$ cat src/tlc_pkg.sv
package tlc_pkg;

  localparam int CAPACITY = 32;
  localparam int SLOT_W   = 5;
  localparam int OCC_W    = 6;

  localparam logic [1:0] OP_ACCESS = 2'd0;
  localparam logic [1:0] OP_MARK   = 2'd1;
  localparam logic [1:0] OP_CLEAR  = 2'd2;
  localparam logic [1:0] OP_NONE   = 2'd3;

  localparam logic [2:0] KIND_HIT     = 3'd0;
  localparam logic [2:0] KIND_MISS    = 3'd1;
  localparam logic [2:0] KIND_WB      = 3'd2;
  localparam logic [2:0] KIND_DROP    = 3'd3;
  localparam logic [2:0] KIND_PIN     = 3'd4;
  localparam logic [2:0] KIND_MARKED  = 3'd5;
  localparam logic [2:0] KIND_CLEARED = 3'd6;

  localparam logic [1:0] CFG_LIMIT = 2'd0;
  localparam logic [1:0] CFG_KEEP  = 2'd1;

  typedef struct packed {
    logic [1:0]  opcode;
    logic [7:0]  style_id;
    logic [4:0]  tile_zoom;
    logic [30:0] tile_x;
    logic [30:0] tile_y;
    logic        stored_copy_present;
  } req_t;

  typedef struct packed {
    logic [2:0]  result_kind;
    logic [4:0]  slot_index;
    logic        load_request;
    logic [7:0]  subject_style;
    logic [4:0]  subject_zoom;
    logic [30:0] subject_x;
    logic [30:0] subject_y;
    logic        last_result;
  } res_t;

  typedef struct packed {
    logic [7:0]  style;
    logic [4:0]  zoom;
    logic [30:0] col;
    logic [30:0] row;
  } key_t;

  typedef enum logic [3:0] {
    ST_IDLE, ST_DISP, ST_SCAN, ST_HIT, ST_MARK, ST_CLEAR,
    ST_FSEL, ST_FRD, ST_FEV, ST_INSERT,
    ST_ECHK, ST_ESEL, ST_ERD, ST_EACT
  } state_t;

  typedef struct packed {
    logic take;
    logic scan_start;
    logic do_hit;
    logic do_mark;
    logic do_clear;
    logic vsel;
    logic do_full_evict;
    logic do_insert;
    logic do_evict;
  } cmd_t;

  typedef struct packed {
    logic [1:0] opcode;
    logic       scan_done;
    logic       hit;
    logic       full;
    logic       over;
    logic       pin;
    logic       out_free;
  } stat_t;

endpackage

$ cat src/tlc_ctrl.sv
module tlc_ctrl (
  input  logic          clk,
  input  logic          rst_n,
  input  logic          in_valid,
  output logic          in_stall,
  input  tlc_pkg::stat_t stat,
  output tlc_pkg::cmd_t  cmd
);
  import tlc_pkg::*;

  state_t state_r, state_nxt;

  always_ff @(posedge clk) begin
    if (!rst_n) begin
      state_r <= ST_IDLE;
    end else begin
      state_r <= state_nxt;
    end
  end

  // Next state.
  always_comb begin
    state_nxt = state_r;
    case (state_r)
      ST_IDLE:   if (in_valid) state_nxt = ST_DISP;
      ST_DISP:   state_nxt = (stat.opcode == OP_NONE) ? ST_IDLE : ST_SCAN;
      ST_SCAN: begin
        if (stat.scan_done) begin
          case (stat.opcode)
            OP_ACCESS: state_nxt = stat.hit ? ST_HIT : (stat.full ? ST_FSEL : ST_INSERT);
            OP_MARK:   state_nxt = stat.hit ? ST_MARK : ST_IDLE;
            default:   state_nxt = ST_CLEAR;
          endcase
        end
      end
      ST_HIT:    if (stat.out_free) state_nxt = ST_ECHK;
      ST_MARK:   if (stat.out_free) state_nxt = ST_IDLE;
      ST_CLEAR:  if (stat.out_free) state_nxt = ST_IDLE;
      ST_FSEL:   state_nxt = ST_FRD;
      ST_FRD:    state_nxt = ST_FEV;
      ST_FEV:    if (stat.out_free) state_nxt = ST_INSERT;
      ST_INSERT: if (stat.out_free) state_nxt = ST_ECHK;
      ST_ECHK:   state_nxt = stat.over ? ST_ESEL : ST_IDLE;
      ST_ESEL:   state_nxt = ST_ERD;
      ST_ERD:    state_nxt = ST_EACT;
      ST_EACT:   if (stat.out_free) state_nxt = stat.pin ? ST_IDLE : ST_ECHK;
      default:   state_nxt = ST_IDLE;
    endcase
  end

  // Outputs.
  always_comb begin
    cmd      = '0;
    in_stall = (state_r != ST_IDLE);
    case (state_r)
      ST_IDLE:   cmd.take          = in_valid;
      ST_DISP:   cmd.scan_start    = (stat.opcode != OP_NONE);
      ST_HIT:    cmd.do_hit        = stat.out_free;
      ST_MARK:   cmd.do_mark       = stat.out_free;
      ST_CLEAR:  cmd.do_clear      = stat.out_free;
      ST_FSEL:   cmd.vsel          = 1'b1;
      ST_FEV:    cmd.do_full_evict = stat.out_free;
      ST_INSERT: cmd.do_insert     = stat.out_free;
      ST_ESEL:   cmd.vsel          = 1'b1;
      ST_EACT:   cmd.do_evict      = stat.out_free;
      default:   cmd = '0;
    endcase
  end

endmodule

$ cat src/tlc_datapath.sv
module tlc_datapath (
  input  logic           clk,
  input  logic           rst_n,
  input  tlc_pkg::req_t  in_data,
  input  logic           cfg_we,
  input  logic [1:0]     cfg_index,
  input  logic [5:0]     cfg_data,
  output logic           out_valid,
  input  logic           out_stall,
  output tlc_pkg::res_t  out_data,
  input  tlc_pkg::cmd_t  cmd,
  output tlc_pkg::stat_t stat
);
  import tlc_pkg::*;

  // Configuration.
  logic [OCC_W-1:0] cap_r;
  logic [4:0]       keep_r;
  logic [OCC_W-1:0] lim;

  always_ff @(posedge clk) begin
    if (!rst_n) begin
      cap_r  <= OCC_W'(CAPACITY);
      keep_r <= 5'd12;
    end else if (cfg_we) begin
      if (cfg_index == CFG_LIMIT) cap_r <= cfg_data;
      if (cfg_index == CFG_KEEP)  keep_r <= cfg_data[4:0];
    end
  end

  always_comb begin
    lim = cap_r;
    if (cap_r == '0) lim = OCC_W'(1);
    if (cap_r > OCC_W'(CAPACITY)) lim = OCC_W'(CAPACITY);
  end

  // Request register.
  req_t req_r;
  key_t req_key;
  always_ff @(posedge clk) begin
    if (cmd.take) req_r <= in_data;
  end
  assign req_key = '{style: req_r.style_id, zoom: req_r.tile_zoom,
                     col: req_r.tile_x, row: req_r.tile_y};

  // Key memory, one read port with registered data.
  key_t key_mem [CAPACITY];
  key_t rd_key_r;
  logic [SLOT_W-1:0] rd_addr, rd_slot_r;
  logic rd_vld_r;
  logic scan_on_r;
  logic [SLOT_W-1:0] scan_cnt_r;
  logic [SLOT_W-1:0] victim_r, free_slot;
  logic mem_we;

  assign rd_addr = scan_on_r ? scan_cnt_r : victim_r;
  assign mem_we  = cmd.do_insert;

  always_ff @(posedge clk) begin
    if (mem_we) key_mem[free_slot] <= req_key;
    rd_key_r  <= key_mem[rd_addr];
    rd_slot_r <= rd_addr;
  end

  always_ff @(posedge clk) begin
    if (!rst_n) begin
      scan_on_r  <= 1'b0;
      scan_cnt_r <= '0;
      rd_vld_r   <= 1'b0;
    end else begin
      rd_vld_r <= scan_on_r;
      if (cmd.scan_start) begin
        scan_on_r  <= 1'b1;
        scan_cnt_r <= '0;
      end else if (scan_on_r) begin
        scan_cnt_r <= scan_cnt_r + 1'b1;
        if (scan_cnt_r == SLOT_W'(CAPACITY - 1)) scan_on_r <= 1'b0;
      end
    end
  end

  // Per-slot state in flip-flops.
  logic [CAPACITY-1:0] valid_r, valid_nxt, rend_r, rend_nxt;
  logic [SLOT_W-1:0]   rank_r [CAPACITY];
  logic [SLOT_W-1:0]   rank_nxt [CAPACITY];
  logic [OCC_W-1:0]    occ_r, occ_nxt;
  logic                hit_r;
  logic [SLOT_W-1:0]   hit_slot_r;

  logic clear_mode, cmp_valid, key_match, style_match;
  logic keepable, pin;
  logic do_remove, do_front;
  logic [SLOT_W-1:0] rm_slot, fr_slot;

  assign clear_mode  = (req_r.opcode == OP_CLEAR);
  assign cmp_valid   = rd_vld_r && valid_r[rd_slot_r];
  assign key_match   = cmp_valid && !clear_mode && (rd_key_r == req_key);
  assign style_match = cmp_valid && clear_mode && (rd_key_r.style == req_r.style_id);
  assign keepable    = (rd_key_r.zoom <= keep_r);
  assign pin         = keepable && !rend_r[victim_r];

  assign do_remove = style_match || cmd.do_full_evict || (cmd.do_evict && !pin);
  assign rm_slot   = style_match ? rd_slot_r : victim_r;
  assign do_front  = cmd.do_hit || (cmd.do_evict && pin);
  assign fr_slot   = cmd.do_hit ? hit_slot_r : victim_r;

  always_comb begin
    free_slot = '0;
    for (int i = CAPACITY - 1; i >= 0; i--) begin
      if (!valid_r[i]) free_slot = SLOT_W'(i);
    end
  end

  always_comb begin
    valid_nxt = valid_r;
    rend_nxt  = rend_r;
    occ_nxt   = occ_r;
    for (int i = 0; i < CAPACITY; i++) rank_nxt[i] = rank_r[i];
    if (do_remove) begin
      for (int i = 0; i < CAPACITY; i++) begin
        if (valid_r[i] && SLOT_W'(i) != rm_slot && rank_r[i] > rank_r[rm_slot])
          rank_nxt[i] = rank_r[i] - 1'b1;
      end
      valid_nxt[rm_slot] = 1'b0;
      rend_nxt[rm_slot]  = 1'b0;
      occ_nxt            = occ_r - 1'b1;
    end else if (do_front) begin
      for (int i = 0; i < CAPACITY; i++) begin
        if (valid_r[i] && SLOT_W'(i) != fr_slot && rank_r[i] < rank_r[fr_slot])
          rank_nxt[i] = rank_r[i] + 1'b1;
      end
      rank_nxt[fr_slot] = '0;
    end else if (cmd.do_insert) begin
      for (int i = 0; i < CAPACITY; i++) begin
        if (valid_r[i]) rank_nxt[i] = rank_r[i] + 1'b1;
      end
      valid_nxt[free_slot] = 1'b1;
      rend_nxt[free_slot]  = (req_r.tile_zoom <= keep_r) && req_r.stored_copy_present;
      rank_nxt[free_slot]  = '0;
      occ_nxt              = occ_r + 1'b1;
    end else if (cmd.do_mark) begin
      rend_nxt[hit_slot_r] = 1'b1;
    end
  end

  always_ff @(posedge clk) begin
    if (!rst_n) begin
      valid_r <= '0;
      rend_r  <= '0;
      occ_r   <= '0;
    end else begin
      valid_r <= valid_nxt;
      rend_r  <= rend_nxt;
      occ_r   <= occ_nxt;
    end
    for (int i = 0; i < CAPACITY; i++) rank_r[i] <= rank_nxt[i];
  end

  always_ff @(posedge clk) begin
    if (!rst_n) begin
      hit_r <= 1'b0;
    end else if (cmd.scan_start) begin
      hit_r <= 1'b0;
    end else if (key_match) begin
      hit_r <= 1'b1;
    end
  end

  always_ff @(posedge clk) begin
    if (key_match) hit_slot_r <= rd_slot_r;
  end

  // The least recently used entry holds rank occupancy minus one.
  logic [SLOT_W-1:0] lru_slot, lru_rank;
  assign lru_rank = SLOT_W'(occ_r - 1'b1);
  always_comb begin
    lru_slot = '0;
    for (int i = 0; i < CAPACITY; i++) begin
      if (valid_r[i] && rank_r[i] == lru_rank) lru_slot = SLOT_W'(i);
    end
  end

  always_ff @(posedge clk) begin
    if (cmd.vsel) victim_r <= lru_slot;
  end

  // Output register.
  logic out_valid_r;
  res_t out_r, res;
  logic emit;

  assign emit = cmd.do_hit || cmd.do_mark || cmd.do_clear || cmd.do_full_evict ||
                cmd.do_insert || cmd.do_evict;

  always_comb begin
    res = '{result_kind: KIND_HIT, slot_index: hit_slot_r, load_request: 1'b0,
            subject_style: req_r.style_id, subject_zoom: req_r.tile_zoom,
            subject_x: req_r.tile_x, subject_y: req_r.tile_y,
            last_result: !(occ_r > lim)};
    if (cmd.do_mark) begin
      res.result_kind = KIND_MARKED;
      res.last_result = 1'b1;
    end else if (cmd.do_clear) begin
      res = '0;
      res.result_kind   = KIND_CLEARED;
      res.subject_style = req_r.style_id;
      res.last_result   = 1'b1;
    end else if (cmd.do_insert) begin
      res.result_kind  = KIND_MISS;
      res.slot_index   = free_slot;
      res.load_request = (req_r.tile_zoom <= keep_r);
      res.last_result  = ((occ_r + 1'b1) <= lim);
    end else if (cmd.do_full_evict || cmd.do_evict) begin
      res.slot_index    = victim_r;
      res.subject_style = rd_key_r.style;
      res.subject_zoom  = rd_key_r.zoom;
      res.subject_x     = rd_key_r.col;
      res.subject_y     = rd_key_r.row;
      if (keepable && rend_r[victim_r]) res.result_kind = KIND_WB;
      else if (cmd.do_evict && pin)     res.result_kind = KIND_PIN;
      else                              res.result_kind = KIND_DROP;
      if (cmd.do_full_evict) res.last_result = 1'b0;
      else res.last_result = pin || ((occ_r - 1'b1) <= lim);
    end
  end

  always_ff @(posedge clk) begin
    if (!rst_n) begin
      out_valid_r <= 1'b0;
    end else if (emit) begin
      out_valid_r <= 1'b1;
    end else if (!out_stall) begin
      out_valid_r <= 1'b0;
    end
  end

  always_ff @(posedge clk) begin
    if (emit) out_r <= res;
  end

  assign out_valid = out_valid_r;
  assign out_data  = out_r;

  assign stat.opcode    = req_r.opcode;
  assign stat.scan_done = rd_vld_r && (rd_slot_r == SLOT_W'(CAPACITY - 1));
  assign stat.hit       = hit_r || key_match;
  assign stat.full      = (occ_r >= OCC_W'(CAPACITY));
  assign stat.over      = (occ_r > lim);
  assign stat.pin       = pin;
  assign stat.out_free  = !out_valid_r || !out_stall;

endmodule

$ cat src/tile_lru_cache_with_writeback.sv
// Channel   Direction  Handshake          Payload
// in_       request    in_valid/in_stall  tlc_pkg::req_t in_data
// out_      result     out_valid/out_stall tlc_pkg::res_t out_data
// cfg_      write      cfg_we             cfg_index, cfg_data
//
// Every request but the unused opcode runs a tag scan over the key memory, one
// slot per cycle, and a new request is taken only once the previous one is done.
// Each trim eviction steps through ECHK, ESEL, ERD and EACT, the eviction before
// a miss on a full table through FSEL, FRD and FEV; unused opcodes give no result.
// Reset (rst_n low, synchronous) empties the table and restores the registers.
// A stalled result holds the sequencer in its emit state until it is taken.
module tile_lru_cache_with_writeback (
  input  logic          clk,
  input  logic          rst_n,
  input  logic          in_valid,
  output logic          in_stall,
  input  tlc_pkg::req_t in_data,
  output logic          out_valid,
  input  logic          out_stall,
  output tlc_pkg::res_t out_data,
  input  logic          cfg_we,
  input  logic [1:0]    cfg_index,
  input  logic [5:0]    cfg_data
);
  import tlc_pkg::*;

  // The controller sequences every request: it latches it, starts the tag scan
  // (not for the unused opcode), then walks the hit, mark, clear, insert and
  // eviction steps. Each step that emits a result waits for a free output register.
  cmd_t  cmd;
  stat_t stat;

  tlc_ctrl u_ctrl (
    .clk      (clk),
    .rst_n    (rst_n),
    .in_valid (in_valid),
    .in_stall (in_stall),
    .stat     (stat),
    .cmd      (cmd)
  );

  // The datapath holds the key memory, the recency ranks, the valid and
  // rendered flags, the configuration registers and the result register.
  tlc_datapath u_dp (
    .clk       (clk),
    .rst_n     (rst_n),
    .in_data   (in_data),
    .cfg_we    (cfg_we),
    .cfg_index (cfg_index),
    .cfg_data  (cfg_data),
    .out_valid (out_valid),
    .out_stall (out_stall),
    .out_data  (out_data),
    .cmd       (cmd),
    .stat      (stat)
  );

endmodule

$ cat config.mk
export PLATFORM = sky130hd
export DESIGN_NAME = tile_lru_cache_with_writeback
export DESIGN_NICKNAME = d
export VERILOG_FILES = /design/src/tlc_pkg.sv /design/src/tlc_ctrl.sv /design/src/tlc_datapath.sv /design/src/tile_lru_cache_with_writeback.sv
export SDC_FILE = /design/constraint.sdc
export NUM_CORES = 2
export LEC_CHECK = 0
export ABC_AREA = 1
export ABC_CLOCK_PERIOD_IN_PS = 7790
export BUFFER_PORTS_ARGS = -buffer_cell sky130_fd_sc_hd__buf_2
export CORE_MARGIN = 4
export CORE_UTILIZATION = 28
export CTS_CLUSTER_SIZE = 14
export DETAILED_ROUTE_END_ITERATION = 12
export PLACE_DENSITY = 0.52
export SLEW_MARGIN = 20
export SYNTH_ARGS = -nofsm -noshare
export SYNTH_HDL_FRONTEND = slang
export SYNTH_HIERARCHICAL = 1
export SYNTH_SLANG_ARGS = --single-unit
$ cat constraint.sdc
create_clock -name clk -period 7.79 [get_ports clk]
set_input_delay 0.3895 -clock clk [delete_from_list [all_inputs] [get_ports clk]]
set_output_delay 0.3895 -clock clk [all_outputs]
set_load 0.005 [all_outputs]
# ---- Word-level counts from Yosys, hierarchy flattened
# Memories as Yosys holds them, arrays and structs flattened. A register that Yosys moved wholly into a read port is not among the register bits.
# Cells that the tools add are included.
dict set report totals {
  latchBits 0
  in_bits 91
  romBits 0
  n_memories 2
  ramBits 2560
  register_bits 272
}
dict set report classes {
  bitwise 13
  order_cmp 83
  n_eq_ne 123
  n_mux 392
  multipliers 0
  reduce_logical 217
  addsub 67
  shifts 0
  div 0
}
# memory depth width read_ports rd_clocked_by_memory_dff wr line
set memory_table {}
lappend memory_table {u_dp.key_mem 32 75 1 1 1 tlc_datapath.sv:47} ;# key_t key_mem [CAPACITY];
lappend memory_table {u_dp.rank_r 32 5 34 0 32 tlc_datapath.sv:84} ;# logic [SLOT_W-1:0] rank_r [CAPACITY];
# operator count
set ops {}
lappend ops {{$mux W5} 293}
lappend ops {{$mux W160} 3}
lappend ops {{$and A160 B160 Y160} 2}
lappend ops {{$not A160 Y160} 2}
lappend ops {{$mux W32} 7}
lappend ops {{$logic_and A1 B1 Y1} 175}
lappend ops {{$add A5 B1 Y5 const B} 33}
lappend ops {{$gt A5 B5 Y1} 32}
lappend ops {{$lt A5 B5 Y1} 32}
lappend ops {{$ne A5 B5 Y1 const A} 32}
lappend ops {{$sub A5 B1 Y5 const B} 32}
lappend ops {{$eq A5 B5 Y1} 31}
lappend ops {{$mux W4} 26}
lappend ops {{$mux W84} 1}
lappend ops {{$mux W81} 1}
lappend ops {{$ne A4 B5 Y1 const A} 16}
lappend ops {{$mux W76} 1}
lappend ops {{$eq A75 B75 Y1} 1}
lappend ops {{$mux W75} 1}
lappend ops {{$and A32 B32 Y32} 2}
lappend ops {{$or A32 B32 Y32} 2}
lappend ops {{$demux W5 S5} 2}
lappend ops {{$pmux W4 S12} 1}
lappend ops {{$ne A3 B5 Y1 const A} 8}
lappend ops {{50 further kinds} 159}

# ---- Depth between registers and ports, before layout
dict set report depth {
  ltp_word 42
  mapped_depth 44
  ltp_nobuf 40
}

# ---- Modules after synthesis
# The synthesis kept the hierarchy.
# mod cells_each instances area_per_inst_um2 seq_area_each_um2
set modules_own_cells {}
lappend modules_own_cells {tlc_datapath 12650 1 136868.8 85472.0}
lappend modules_own_cells {tlc_ctrl 102 1 541.8 80.1}

# ---- Worst setup path after synthesis
# Ideal clock, no wire load.
dict set report synth_path {
  path_type {flip-flop to flip-flop}
  from {register u_ctrl.state_r[2]}
  to {memory u_dp.rank_r[31][0] (data pin)}
  arrival_time_ns 6.084
  synth_period_minus_slack_ns 6.358
  required_time_ns 7.516
  n_path_buf 4
  setup_slack_ns 1.432
  stages_incl_launch_ff 29
  cell_sequence {dfxtp_1 -> nor2_2 -> nand2_2 -> nor2_1 -> buf_2 -> inv_1 -> nand2_1 -> nand2_2 -> inv_1 -> nand2_1 -> buf_4 -> clkbuf_1 -> buf_1 -> o22ai_1 -> o21ai_0 -> nand2_1 -> a221oi_1 -> o21ai_0 -> ha_1 -> nand2_1 -> inv_1 -> o21ai_0 -> nand2_1 -> a2111oi_0 -> nand2_2 -> inv_1 -> nand2_1 -> a31oi_1 -> a22oi_1}
}
# element line
set synth_rtl {}
lappend synth_rtl {{from (decl)} tlc_ctrl.sv:11} ;# state_t state_r, state_nxt;
lappend synth_rtl {{from (signal assigned)} tlc_ctrl.sv:17} ;# state_r <= state_nxt;
lappend synth_rtl {{to (decl)} tlc_datapath.sv:84}

==> impl_results.md <==
* Result of the run: completed
* Buffers on Ports at 177
* Commonest cells after routing, fill and taps aside: sky130_fd_sc_hd__edfxtp_1, sky130_fd_sc_hd__nor2_1, sky130_fd_sc_hd__o21ai_0
* Cell Chain, Critical Path: xor2_1 -> nor2_1 -> nand2_1 -> nor2_1 -> nand3_2 -> o21ai_1 -> nor2_2 -> inv_2 -> o22ai_1 -> o21ai_0 -> nand4_1 -> o22ai_4 -> buf_4 -> ha_1 -> nand3_1 -> o22ai_1 -> a211oi_1
* Cell area after technology mapping at 137000 um2
* Final Worst Setup Slack at 352 ps
* Worst slew slack as a fraction of its limit at 23.3%
* Number of max-cap violations at 0
* Max Clock Freq at 134 MHz
* Setup_tns at 0 ps
* Share of power burned in the clock network at 27.3%
* Clock-pin slew reported for the worst setup and hold paths after clock tree synthesis at 60 ps
* GRT Residual Overflow at 0
* Transition time at the pin with the least slew margin at between 1000 and 1500 ps
* H-tree levels at 5
* Antenna violations before repair at 18
* Number of global-route vias before repair at 97700
* Buffers & Inverters on Critical Path at 2
* Via total after detailed routing at 105000
* Number of rows in the core area at between 200 and 300
* Final Non-Filler Cells at 19500
* Period utilisation layout at about 95%
* Count of buffers added by post-CTS timing repair for setup at 0
* Ports at 178
* Clk sink count at 2907
* R2R Path End: u_dp/rank_r[1][1]
* Static leakage at 54.2 nW
* Total track usage at 19.7%
* Largest net degree at the start of global routing at 203
* Primary FF master, synth: sky130_fd_sc_hd__edfxtp_1
* Die area at 502000 um2
* Cell Pwr Density at 354 nW/um2
* # placed instances at 18800
* Number of warning messages in the yosys log at 6
* Average vias per placed instance at around 5.4
* Setup Viol. Count Final at 0
* Launch point of the worst hold path: in_data[12]
* Worst Hold Class: primary input to register
* Core area at a little under 500000 um2
* Starting utilization of the core area at between 20% and 30%
* Launching point of the worst reg2reg path: u_dp/req_key[69]
* Number of synthesized register bits at 2907
* Area grow syn2layout at 15.1%
* Final hold violation count at 0
* Clock Tree Buf Depth at 4
* Post-layout net count at 13300
* Routed WL per cell at 26.4 um
* Share of the yosys chip area belonging to registers at 62.3%
* Part of the total power dissipated in combinational logic at 34.6%
* Wire length of the first global-routing pass at 730000 um
* Arr. time, crit path at 8020 ps
* Antenna-violating nets left at 0
* Fraction of power spent switching nets at 39.9%
* R2R Setup Slk at 350 ps
* Setup Slack @ Placement at 265 ps
* Placer's final routability congestion estimate at between 0.9 and 1
* Crit path max-delay family: compound AO/OA/AOI/OAI gates
* Cell depth of the worst flop-to-flop path at 17
* Type of the worst setup path: register to register
* Async set-or-reset flop fraction in the synthesized netlist at 0%
* Detailed-placement wirelength estimate at ~300000 um
* Gate count of the mapped netlist at 12800
* Post-Synthesis Net Count at about 13000
* Share of total power in sequential cells at 38.1%
* Worst endpoint required time at 8370 ps
* Internal power summed over all cells at 0.0336 W
* Min-Delay Endpoint: u_dp/req_key[11]
* Post-synthesis average cell area at 10.8 um2
* Minimum period implied by the final worst setup slack at 7440 ps
* Detailed Route Iter0 Violations at 12500
* CTS tree: done
* Worst clock skew at between 70 and 80 ps
* Clock Latency Late Sink at 1000 ps
* Detailed-router iteration count before antenna repair at 8
* Share of cells above drive strength 1 at 8.70%
* Number of distinct library cells after synthesis at just over 60
* Unrepaired setup endpoints after global routing: false
* Wire length after detailed routing at 516000 um
* Number of enable flip-flop cells after synthesis at 2733
* Crit-path max FO at 36
* Cell depth of the worst hold path at 2
* Net Switching at 0.0223 W
* Peak VDD IR at 0.293 mV
* DRC violation count after routing at 0
* Cell count along the critical path at 17
* Max stage delay cell, worst path: sky130_fd_sc_hd__edfxtp_1
* Critical path launch point type: register
* Largest stage delay on the critical path at 1050 ps
* Endpoint type of the worst setup path: register
* Most frequent standard cell in the layout excluding fill and tap cells: sky130_fd_sc_hd__edfxtp_1
* Die Y-Extent at 709 um
* CTS Root Cell: sky130_fd_sc_hd__clkbuf_16
* Die W at 709 um
* CTS Buf Count at 322
* Max-slew violation count at 0
## metal layers
| metal | track usage (%) | share of wire [%] | up-vias |
|---|---|---|---|
| li1 | - | - | 46900 |
| met1 | 26.9 | 42 | 52700 |
| met2 | 31.6 | 46 | 4798 |
| met3 | 2.83 | 7.6 | 992 |
| met4 | 7.93 | 4.5 | 4 |
| met5 | 0 | 0.0039 | - |
## kinds of logic (layout without fill, tap and decap cells)
family	after synthesis	count (layout)	share of synthesized area [%]
xor gates and xnor gates	323	323	2.06
buffers and inverters	1419	1724	4.04
DFF	2907	2907	62.3
AOI/OAI and AO/OA	3227	3227	14.8
other	0	13	0
and+or+nand+nor	4468	4468	13.1
adders and majority gates	384	384	3.50
muxes	24	24	0.181
## registers in the layout, indices dropped and copies added, names as in the netlist
register / count
u_dp/occ_r: 6
u_dp/rd_key_r: 75
u_dp/rend_r: 32
u_dp/scan_on_r: 1
u_dp/valid_r: 32
u_dp/victim_r: 5
u_dp/out_valid: 1
u_dp/rank_r: 160
u_dp/keep_r: 5
u_dp/hit_r: 1
u_dp/req_r: 1
u_dp/rd_slot_r: 5
u_ctrl/state_r: 4
u_dp/stat: 2
u_dp/out_data: 85
u_dp/rd_vld_r: 1
u_dp/key_mem: 2400
u_dp/req_key: 75
u_dp/scan_cnt_r: 5
u_dp/hit_slot_r: 5
u_dp/cap_r: 6
## final cells by class
| class | count | area [um2] |
|---|---|---|
| clock inverter | 182 | 1740 |
| clock buffer | 414 | 8680 |
| tap | 6475 | 8100 |
| timing repair buffer | 589 | 5120 |
| fill | 49600 | 331000 |
| antenna | 13 | 32.5 |
| multi-input combinational | 8426 | 46800 |
| sequential | 2907 | 85600 |
| inverter | 539 | 2090 |
## power by group through the flow
stage | clock [W] | sequential, W | combinational, W
global route | 0.0161 | 0.0213 | 0.0212
detailed placement | 0 | 0.0216 | 0.0190
CTS | 0.0155 | 0.0213 | 0.0191
finish | 0.0153 | 0.0213 | 0.0193
global placement | 0 | 0.0216 | 0.0189
floorplan | 0 | 0.0207 | 0.0122
## repair_timing
action | CTS | global route
resized for setup | 0 | 2
endpoints found under the hold margin | 97 | 0
hold buffers | 98 | 0
endpoints found under the setup margin | 0 | 25
## synthesized netlist by cell type, drive strengths merged (60+ instances only)
cell type	number	area [um2]
o32ai	561	4910
nor3	132	661
nand4	84	576
nand2	1167	4450
o211ai	171	1280
buf	131	718
xor2	318	2790
nor2	2643	9970
o221ai	60	526
o21ai	1339	6710
ha	384	4800
o22ai	317	1980
a31oi	226	1410
a21oi	322	1620
inv	534	2000
nand3	390	2040
edfxtp	2733	82100
dfxtp	174	3480
clkbuf	749	2810
## per-stage QoR
stage	hold slack, ps	power [W]	instance area, um2	utilization (%)
2_1_floorplan	430	0.0328	137000	-
3_3_place_gp	446	0.0405	147000	30.0
3_5_place_dp	467	0.0406	147000	30.0
4_1_cts	40.0	0.0559	158000	32.3
5_1_grt	94.8	0.0587	158000	32.3
6_report	103	0.0559	158000	32.3
## worst max-delay path by stage
stage,slack [ps],from,end
3_5_place_dp,260,u_dp/req_key[69],u_dp/rank_r[2][3]
3_3_place_gp,670,u_dp/req_key[69],u_dp/rank_r[1][3]
6_report,350,u_dp/req_key[69],u_dp/rank_r[1][1]
5_1_grt,150,u_dp/req_key[69],u_dp/rank_r[1][2]
4_1_cts,310,u_dp/req_key[69],u_dp/rank_r[2][3]
2_1_floorplan,1430,u_ctrl/state_r[2],u_dp/rank_r[31][0]
Note: power is estimated with default switching activity, not from simulation.
